<file path="src/rtl/core/assert_macros.svh">
// assertion macros for the rtl core
`ifndef ASSERT_MACROS_SVH
`define ASSERT_MACROS_SVH
`ifndef NO_ASSERTIONS
`define ASSERT_IMPLIES(label, clk, rst_n, a, c) \
    label: assert property (@(posedge clk) disable iff (!rst_n) (a) |-> (c)) \
        else $error("assertion failed");
`define ASSERT_NEXT(label, clk, rst_n, a, c) \
    label: assert property (@(posedge clk) disable iff (!rst_n) (a) |=> (c)) \
        else $error("assertion failed");
`else
`define ASSERT_IMPLIES(label, clk, rst_n, a, c)
`define ASSERT_NEXT(label, clk, rst_n, a, c)
`endif
`endif

</file>
<file path="src/rtl/core/kglf_pkg.sv">
package kglf_pkg;
    localparam int MAX_GAP = 63;
    localparam int GAP_W = 6;
    localparam int POS_W = 32;
    localparam int MAG_W = 33;
    localparam int PROD_W = MAG_W + GAP_W;
    localparam int DIV_STEPS = PROD_W;
    localparam int STEP_W = 6;

    typedef logic [GAP_W-1:0] t_gap;
    typedef logic [POS_W-1:0] t_pos;
endpackage

</file>
<file path="src/rtl/core/kglf_div.sv">
module kglf_div
    import kglf_pkg::*;
(
    input  logic                i_clk,
    input  logic                i_rst_n,
    input  logic                i_start,
    input  logic [PROD_W-1:0]   i_num,
    input  logic [GAP_W:0]      i_den,
    output logic                o_done,
    output logic [PROD_W-1:0]   o_quo
);
    // restoring divider, one quotient bit per cycle
    logic [PROD_W-1:0] r_num, n_num;
    logic [GAP_W+1:0]  r_rem, n_rem;
    logic [GAP_W:0]    r_den;
    logic [STEP_W-1:0] r_cnt, n_cnt;
    logic              r_busy, n_busy, r_done, n_done;
    logic [GAP_W+1:0]  w_trial;

    always_comb begin
        w_trial = {r_rem[GAP_W:0], r_num[PROD_W-1]};
        n_num = r_num;
        n_rem = r_rem;
        n_cnt = r_cnt;
        n_busy = r_busy;
        n_done = 1'b0;
        if (i_start) begin
            n_num = i_num;
            n_rem = '0;
            n_cnt = STEP_W'(DIV_STEPS - 1);
            n_busy = 1'b1;
        end else if (r_busy) begin
            if (w_trial >= {1'b0, r_den}) begin
                n_rem = w_trial - {1'b0, r_den};
                n_num = {r_num[PROD_W-2:0], 1'b1};
            end else begin
                n_rem = w_trial;
                n_num = {r_num[PROD_W-2:0], 1'b0};
            end
            if (r_cnt == '0) begin
                n_busy = 1'b0;
                n_done = 1'b1;
            end else begin
                n_cnt = r_cnt - 1'b1;
            end
        end
    end

    always_ff @(posedge i_clk) begin
        if (!i_rst_n) begin
            r_busy <= 1'b0;
            r_done <= 1'b0;
            r_cnt <= '0;
        end else begin
            r_busy <= n_busy;
            r_done <= n_done;
            r_cnt <= n_cnt;
        end
        r_num <= n_num;
        r_rem <= n_rem;
        if (i_start) r_den <= i_den;
    end

    assign o_done = r_done;
    assign o_quo = r_num;
endmodule

</file>
<file path="src/rtl/core/keyframe_gap_lerp_fill.sv">
// keyframe_gap_lerp_fill: fills the empty frames of a position track
// input channel i_valid/o_ready carries one frame per word: has_key,
// key_x/y/z (signed Q16.16) and track_end
// output channel o_valid/i_ready carries one position word per released frame
// an empty frame without track_end is counted and gives no output; the input
// is ready again on the next cycle
// a key frame releases the pending frames, each interpolated per axis by a
// shared multiplier and a serial divider, then the key itself
// a key with no pending frames goes through the emit state to the output state
// without a previous key, or at a track end without a key, pending frames are
// copies; each word passes through the emit and output states
// the input is not ready while a frame is being worked off
// a stalled receiver holds the output word and freezes the sequencer
// synchronous active-low reset clears the track state: no previous key,
// empty gap
module keyframe_gap_lerp_fill
    import kglf_pkg::*;
(
    input  logic        i_clk,
    input  logic        i_rst_n,
    input  logic        i_valid,
    output logic        o_ready,
    input  logic        i_has_key,
    input  logic [31:0] i_key_x,
    input  logic [31:0] i_key_y,
    input  logic [31:0] i_key_z,
    input  logic        i_track_end,
    output logic        o_valid,
    input  logic        i_ready,
    output logic [31:0] o_pos_x,
    output logic [31:0] o_pos_y,
    output logic [31:0] o_pos_z,
    output logic        o_was_filled,
    output logic        o_gap_overflow,
    output logic        o_run_last
);
`include "assert_macros.svh"

    typedef enum logic [5:0] {
        S_IDLE = 6'b000001,
        S_MUL  = 6'b000010,
        S_DIV  = 6'b000100,
        S_WAIT = 6'b001000,
        S_EMIT = 6'b010000,
        S_OUT  = 6'b100000
    } t_state;

    t_state r_state;
    t_pos   r_prev [3];
    t_pos   r_key  [3];
    t_pos   r_res  [3];
    logic   r_have_prev, r_dropped, r_end, r_keyf;
    t_gap   r_gap, r_idx;
    logic [1:0] r_ax;
    logic [MAG_W-1:0] r_mag;
    logic   r_neg;
    logic [PROD_W-1:0] r_prod;
    logic   r_start;
    logic   w_done;
    logic [PROD_W-1:0] w_quo;
    logic   r_ov, r_filled, r_last;

    logic signed [MAG_W-1:0] w_diff;
    logic [PROD_W-1:0] w_num;
    logic [GAP_W:0] w_den;
    logic signed [MAG_W-1:0] w_sum;
    logic w_in_acc, w_out_acc;

    assign w_in_acc = i_valid && o_ready;
    assign w_out_acc = o_valid && i_ready;
    assign o_ready = (r_state == S_IDLE);
    assign o_valid = (r_state == S_OUT);

    assign w_diff = $signed({r_key[r_ax][31], r_key[r_ax]})
                  - $signed({r_prev[r_ax][31], r_prev[r_ax]});
    assign w_den = {1'b0, r_gap} + 1'b1;
    assign w_num = r_prod + PROD_W'(w_den >> 1);
    assign w_sum = r_neg
        ? $signed({r_prev[r_ax][31], r_prev[r_ax]}) - $signed(w_quo[MAG_W-1:0])
        : $signed({r_prev[r_ax][31], r_prev[r_ax]}) + $signed(w_quo[MAG_W-1:0]);

    kglf_div u_div (
        .i_clk   (i_clk),
        .i_rst_n (i_rst_n),
        .i_start (r_start),
        .i_num   (w_num),
        .i_den   (w_den),
        .o_done  (w_done),
        .o_quo   (w_quo)
    );

    always_ff @(posedge i_clk) begin
        if (!i_rst_n) begin
            r_state <= S_IDLE;
            r_have_prev <= 1'b0;
            r_gap <= '0;
            r_dropped <= 1'b0;
            r_start <= 1'b0;
            for (int k = 0; k < 3; k++) r_prev[k] <= '0;
        end else begin
            r_start <= (r_state == S_DIV);
            case (r_state)
                S_IDLE: begin
                    if (w_in_acc) begin
                        r_key[0] <= i_key_x;
                        r_key[1] <= i_key_y;
                        r_key[2] <= i_key_z;
                        r_end <= i_track_end;
                        r_keyf <= i_has_key;
                        r_idx <= GAP_W'(1);
                        r_ax <= 2'd0;
                        if (!i_has_key) begin
                            if (r_gap < t_gap'(MAX_GAP)) r_gap <= r_gap + 1'b1;
                            else r_dropped <= 1'b1;
                            if (i_track_end) r_state <= S_EMIT;
                        end else begin
                            r_state <= S_EMIT;
                        end
                    end
                end
                S_EMIT: begin
                    // decide next word of this frame
                    r_ov <= r_dropped;
                    if (r_keyf && r_idx == r_gap + 1'b1 || r_keyf && r_gap == '0) begin
                        r_res <= r_key;
                        r_filled <= 1'b0;
                        r_last <= 1'b1;
                        r_state <= S_OUT;
                    end else if (!r_keyf) begin
                        for (int k = 0; k < 3; k++)
                            r_res[k] <= r_have_prev ? r_prev[k] : '0;
                        r_filled <= 1'b1;
                        r_last <= (r_idx == r_gap);
                        r_state <= S_OUT;
                    end else if (!r_have_prev) begin
                        r_res <= r_key;
                        r_filled <= 1'b1;
                        r_last <= 1'b0;
                        r_state <= S_OUT;
                    end else begin
                        r_ax <= 2'd0;
                        r_state <= S_MUL;
                    end
                end
                S_MUL: begin
                    r_neg <= w_diff < 0;
                    r_mag <= (w_diff < 0) ? MAG_W'(-w_diff) : MAG_W'(w_diff);
                    r_state <= S_DIV;
                end
                S_DIV: begin
                    r_prod <= {{GAP_W{1'b0}}, r_mag} * r_idx;
                    r_state <= S_WAIT;
                end
                S_WAIT: begin
                    if (w_done) begin
                        r_res[r_ax] <= w_sum[31:0];
                        if (r_ax == 2'd2) begin
                            r_filled <= 1'b1;
                            r_last <= 1'b0;
                            r_state <= S_OUT;
                        end else begin
                            r_ax <= r_ax + 1'b1;
                            r_state <= S_MUL;
                        end
                    end
                end
                S_OUT: begin
                    if (w_out_acc) begin
                        if (r_last) begin
                            r_state <= S_IDLE;
                            if (r_end) begin
                                for (int k = 0; k < 3; k++) r_prev[k] <= '0;
                                r_have_prev <= 1'b0;
                            end else if (r_keyf) begin
                                r_prev <= r_key;
                                r_have_prev <= 1'b1;
                            end
                            r_gap <= '0;
                            r_dropped <= 1'b0;
                        end else begin
                            r_idx <= r_idx + 1'b1;
                            r_state <= S_EMIT;
                        end
                    end
                end
                default: r_state <= S_IDLE;
            endcase
        end
    end

    assign o_pos_x = r_res[0];
    assign o_pos_y = r_res[1];
    assign o_pos_z = r_res[2];
    assign o_was_filled = r_filled;
    assign o_gap_overflow = r_ov;
    assign o_run_last = r_last;

    `ASSERT_IMPLIES(a_ready_idle, i_clk, i_rst_n, o_ready, !o_valid)
    `ASSERT_IMPLIES(a_key_last, i_clk, i_rst_n, o_valid && !o_was_filled, o_run_last)
    `ASSERT_NEXT(a_last_idle, i_clk, i_rst_n, o_valid && i_ready && o_run_last, o_ready)
endmodule
</file>
<file path="config.mk">
export PLATFORM = sky130hd
export DESIGN_NAME = keyframe_gap_lerp_fill
export DESIGN_NICKNAME = d
export VERILOG_FILES = /design/src/rtl/core/kglf_pkg.sv /design/src/rtl/core/kglf_div.sv /design/src/rtl/core/keyframe_gap_lerp_fill.sv
export VERILOG_INCLUDE_DIRS = /design/src /design/src/rtl/core
export SDC_FILE = /design/constraint.sdc
export NUM_CORES = 1
export LEC_CHECK = 0
export BUFFER_PORTS_ARGS = -buffer_cell sky130_fd_sc_hd__buf_2
export CAP_MARGIN = 20
export CORE_MARGIN = 3
export CORE_UTILIZATION = 30
export DETAILED_ROUTE_END_ITERATION = 6
export GPL_ROUTABILITY_DRIVEN = 0
export PLACE_DENSITY = 0.55
export RECOVER_POWER = 100
export SETUP_SLACK_MARGIN = 0.3
export SYNTH_ARGS = -nofsm -noshare
export SYNTH_HDL_FRONTEND = slang
export SYNTH_HIERARCHICAL = 1
export SYNTH_SLANG_ARGS = --single-unit
</file>
<file path="constraint.sdc">
create_clock -name i_clk -period 4.96 [get_ports i_clk]
set_input_delay 0.248 -clock i_clk [delete_from_list [all_inputs] [get_ports i_clk]]
set_output_delay 0.248 -clock i_clk [all_outputs]
set_load 0.05 [all_outputs]
</file>
==> results.json <==
{
  "drive_above_1_share": 0.172,
  "fp.dieW_um": 333,
  "worst-r2r-cell-count": 21,
  "synth_top_family_by_area": "simple AND/OR/NAND/NOR gates",
  "avgSynthCellArea_um2": 9.37,
  "fin_nets": 4260,
  "cts.sinks": 450,
  "violations": "capacitance limit, slew limit, setup timing",
  "path_class": "flip-flop to flip-flop",
  "yosysWarningCount": 6,
  "p_per_area_nw_per_um2": 521,
  "min-delay-path-class": "input port to flip-flop",
  "drc": 0,
  "hp-start": "i_rst_n",
  "grt_max_degree": 152,
  "slew-limit-headroom": -0.902,
  "r2r_end": "r_prod[37]",
  "min_to": "r_dropped",
  "hold-path-cell-count": 3,
  "start_util": 0.303,
  "worstSkewPairLatency_ps": 620,
  "leakage_nw": 15.5,
  "cts_buffer_depth": 3,
  "yosysSeqAreaShare": 0.382,
  "grt_pass1_wl_um": 156000,
  "synthAdderAreaFrac": 0.132,
  "num_io_pins": 203,
  "fmax_ghz": 0.201,
  "clk_pin_slew_ps": 60,
  "ant_nets": 0,
  "synth.distinct_cells": 89,
  "crit_required_ps": 5310,
  "status": "finished with violations",
  "fin_area_um2": 40100,
  "ys_async_sr_fraction": 0,
  "rr_startpoint": "r_idx[0]",
  "netlist_area_um2": 32100,
  "finalPower_mw": 20.9,
  "fillCellCount": 10700,
  "grt_pass1_vias": 26200,
  "drt_iter0_drc": 2060,
  "dieHeight_um": 333,
  "cts-root-buf": "clkbuf_16",
  "arrival_ps": 5330,
  "synth_xor_area_frac": 0.0524,
  "synthFlopType": "edfxtp_1",
  "wl_um": 103000,
  "core-area_um2": 106000,
  "area_growth_pct": 25.0,
  "worstPathMaxFanout": 4,
  "synth_compound_area_frac": 0.152,
  "reg2reg_slack_ps": -20,
  "cts_tree": "done",
  "first_pass_iters": 5,
  "rsz0062_at_grt": "true",
  "synth_edf_count": 324,
  "wire_per_inst_um": 19.2,
  "skew_ps": 48.9,
  "end_kind": "flip-flop",
  "worst_pin_slew_ps": 2850,
  "row_count": 119,
  "peakVddDrop_mv": 0.358,
  "fin_ws_ps": -23.2,
  "via_count": 26900,
  "synthesis.nets": 3785,
  "antenna_cells": 0,
  "muxShareOfSynthArea": 0.0349,
  "antenna_found_initial": 1,
  "routed_via_density": 5.05,
  "finalSetupTns_ps": -23.2,
  "setup_violations": 1,
  "fin_crit_ps": 4980,
  "place_area_um2": 36200,
  "cts_buffers": 53,
  "worst_setup_path_start_kind": "flip-flop",
  "max-cap-violations": 6,
  "design.die.area_um2": 111000,
  "hpwl_um": 75400,
  "synth_simple_gate_area_frac": 0.193,
  "grtUsageTotal": 0.178,
  "final_max_slew_viol_count": 378,
  "period_share": 1.00,
  "synth_cells": 3421,
  "finalHoldViolCount": 0,
  "grt.overflow.total": 0,
  "ys_ff_latch": 450,
  "numPortBuffers": 202,
  "htree_levels": 2
}
[repair_timing]
action                                 CTS  global route
hold buffers                            98             0
buffers inserted                        34            24
pin swaps                               86            69
resized for setup                      100           101
endpoints found under the hold margin   98             0
setup endpoints to repair               67            83
gates cloned                             0             1
[flip-flops by register name, summed over array words and instances (netlist names), 2 cells and up]
signal and cells:
r_key 96, r_prev 96, r_prod 39, u_div/o_quo 39
r_mag 33, o_pos_x 32, o_pos_y 32, o_pos_z 32
u_div/r_den 7, u_div/r_rem 7, r_gap 6, r_idx 6
r_state 6, u_div/r_cnt 6, r_ax 2
[cell usage after synthesis, drive strengths merged (9+ instances only)]
cell    number  area share
o21ai      107       0.017
nor3        41      0.0066
nand3b      12      0.0028
fa         129       0.081
and3        29      0.0057
xnor2      130       0.036
buf         29      0.0046
a31o        10      0.0027
mux2        39       0.014
nor4        22      0.0058
o21a        56       0.013
nand2b      27      0.0053
clkbuf     154       0.018
nor2b      110       0.021
o22ai       80       0.016
mux2i       68       0.021
ha         133       0.052
o211ai      20      0.0048
a21o        42      0.0098
dfxtp      126       0.079
nand3       54      0.0086
inv        253       0.030
nor3b      103       0.024
o21bai      12      0.0028
edfxtp     324        0.30
nand4       15      0.0029
or3          9      0.0018
xor2        62       0.017
nand2      307       0.036
a21oi      339       0.053
and2       184       0.036
nor2       247       0.029
a211oi      22      0.0055
[worst max-delay path by stage]
stage                  start    endpoint  slack (ps)
global placement    r_idx[2]  r_prod[38]        -230
CTS                 r_idx[0]  r_prod[38]          50
global route        r_idx[0]  r_prod[38]        -190
finish              r_idx[0]  r_prod[37]         -20
detailed placement  r_idx[0]  r_prod[33]        -240
floorplan           r_idx[2]  r_prod[33]         270
[stage by stage]
| stage | utilization | setup slack, ps | hold slack [ps] | std cells |
|---|---|---|---|---|
| floorplan | - | 273 | 347 | 3421 |
| global placement | 0.342 | -230 | 425 | 5073 |
| detailed placement | 0.342 | -239 | 426 | 5073 |
| CTS | 0.375 | 51.8 | 50.0 | 5305 |
| global route | 0.379 | -192 | 74.9 | 5332 |
| finish | 0.379 | -23.2 | 83.9 | 5332 |
[area by class of cell]
cell class	instances	area, um^2	share of cell area
Inverter	255	960	0.0239
Clock buffer	64	1400	0.0349
Clock inverter	36	368	0.00918
Timing Repair Buffer	603	4260	0.106
Multi-Input combinational cell	2533	19100	0.477
Sequential cell	450	12300	0.306
Tap cell	1391	1740	0.0434
[power by group]
group	leakage [nW]	switching, mW	total [mW]	internal (mW)
clock network	0.856	1.67	4.00	2.33
logic	10.7	6.73	12.0	5.30
registers	3.98	0.179	4.86	4.68
total	15.5	8.57	20.9	12.3
[cell families after synthesis]
logic type / Yosys count
adder cells (fa/ha/maj): 262
AO/OA/AOI/OAI: 786
AND/OR/NAND/NOR: 1186
buffers and inverters: 438
XOR/XNOR: 192
flip-flops: 450
multiplexers: 107
[cells in the final DEF (no fill, tap or decap), types with 54 or more instances in the layout]
cell and instances:
a21oi_1 315, o21ai_0 84, inv_1 239, o21a_1 54
edfxtp_1 324, and2_1 162, nand2_1 302, o22ai_1 78
xnor2_1 119, clkbuf_16 55, buf_2 70, buf_4 258
nor2_1 238, nor3b_1 102, xor2_1 58, clkbuf_1 154
fa_1 127, mux2i_1 68, ha_1 111, dlygate4sd3_1 98
dfxtp_1 125, nor2b_1 109
[per-layer routing]
| layer | GRT usage | vias up | part of all wire |
|---|---|---|---|
| li1 | - | 12900 | - |
| met1 | 0.245 | 13100 | 0.45 |
| met2 | 0.288 | 720 | 0.46 |
| met3 | 0.0276 | 158 | 0.054 |
| met4 | 0.0560 | 2 | 0.030 |
| met5 | 0 | - | 0.00013 |
[critical path: stages (launching register included)]
cell and delay, ps:
edfxtp_1 500, buf_4 190, buf_6 100, and2_1 140, fa_1 480, ha_4 290
inv_2 30, fa_2 440, buf_4 150, fa_1 500, nor2b_4 160, o21ai_4 70
a21boi_2 180, o31ai_2 80, buf_4 150, a21oi_4 180, o211ai_1 150, buf_4 170
a31oi_4 200, nor4_4 80, o31a_1 300, o211a_1 200
(Power assumes the default switching activity.)
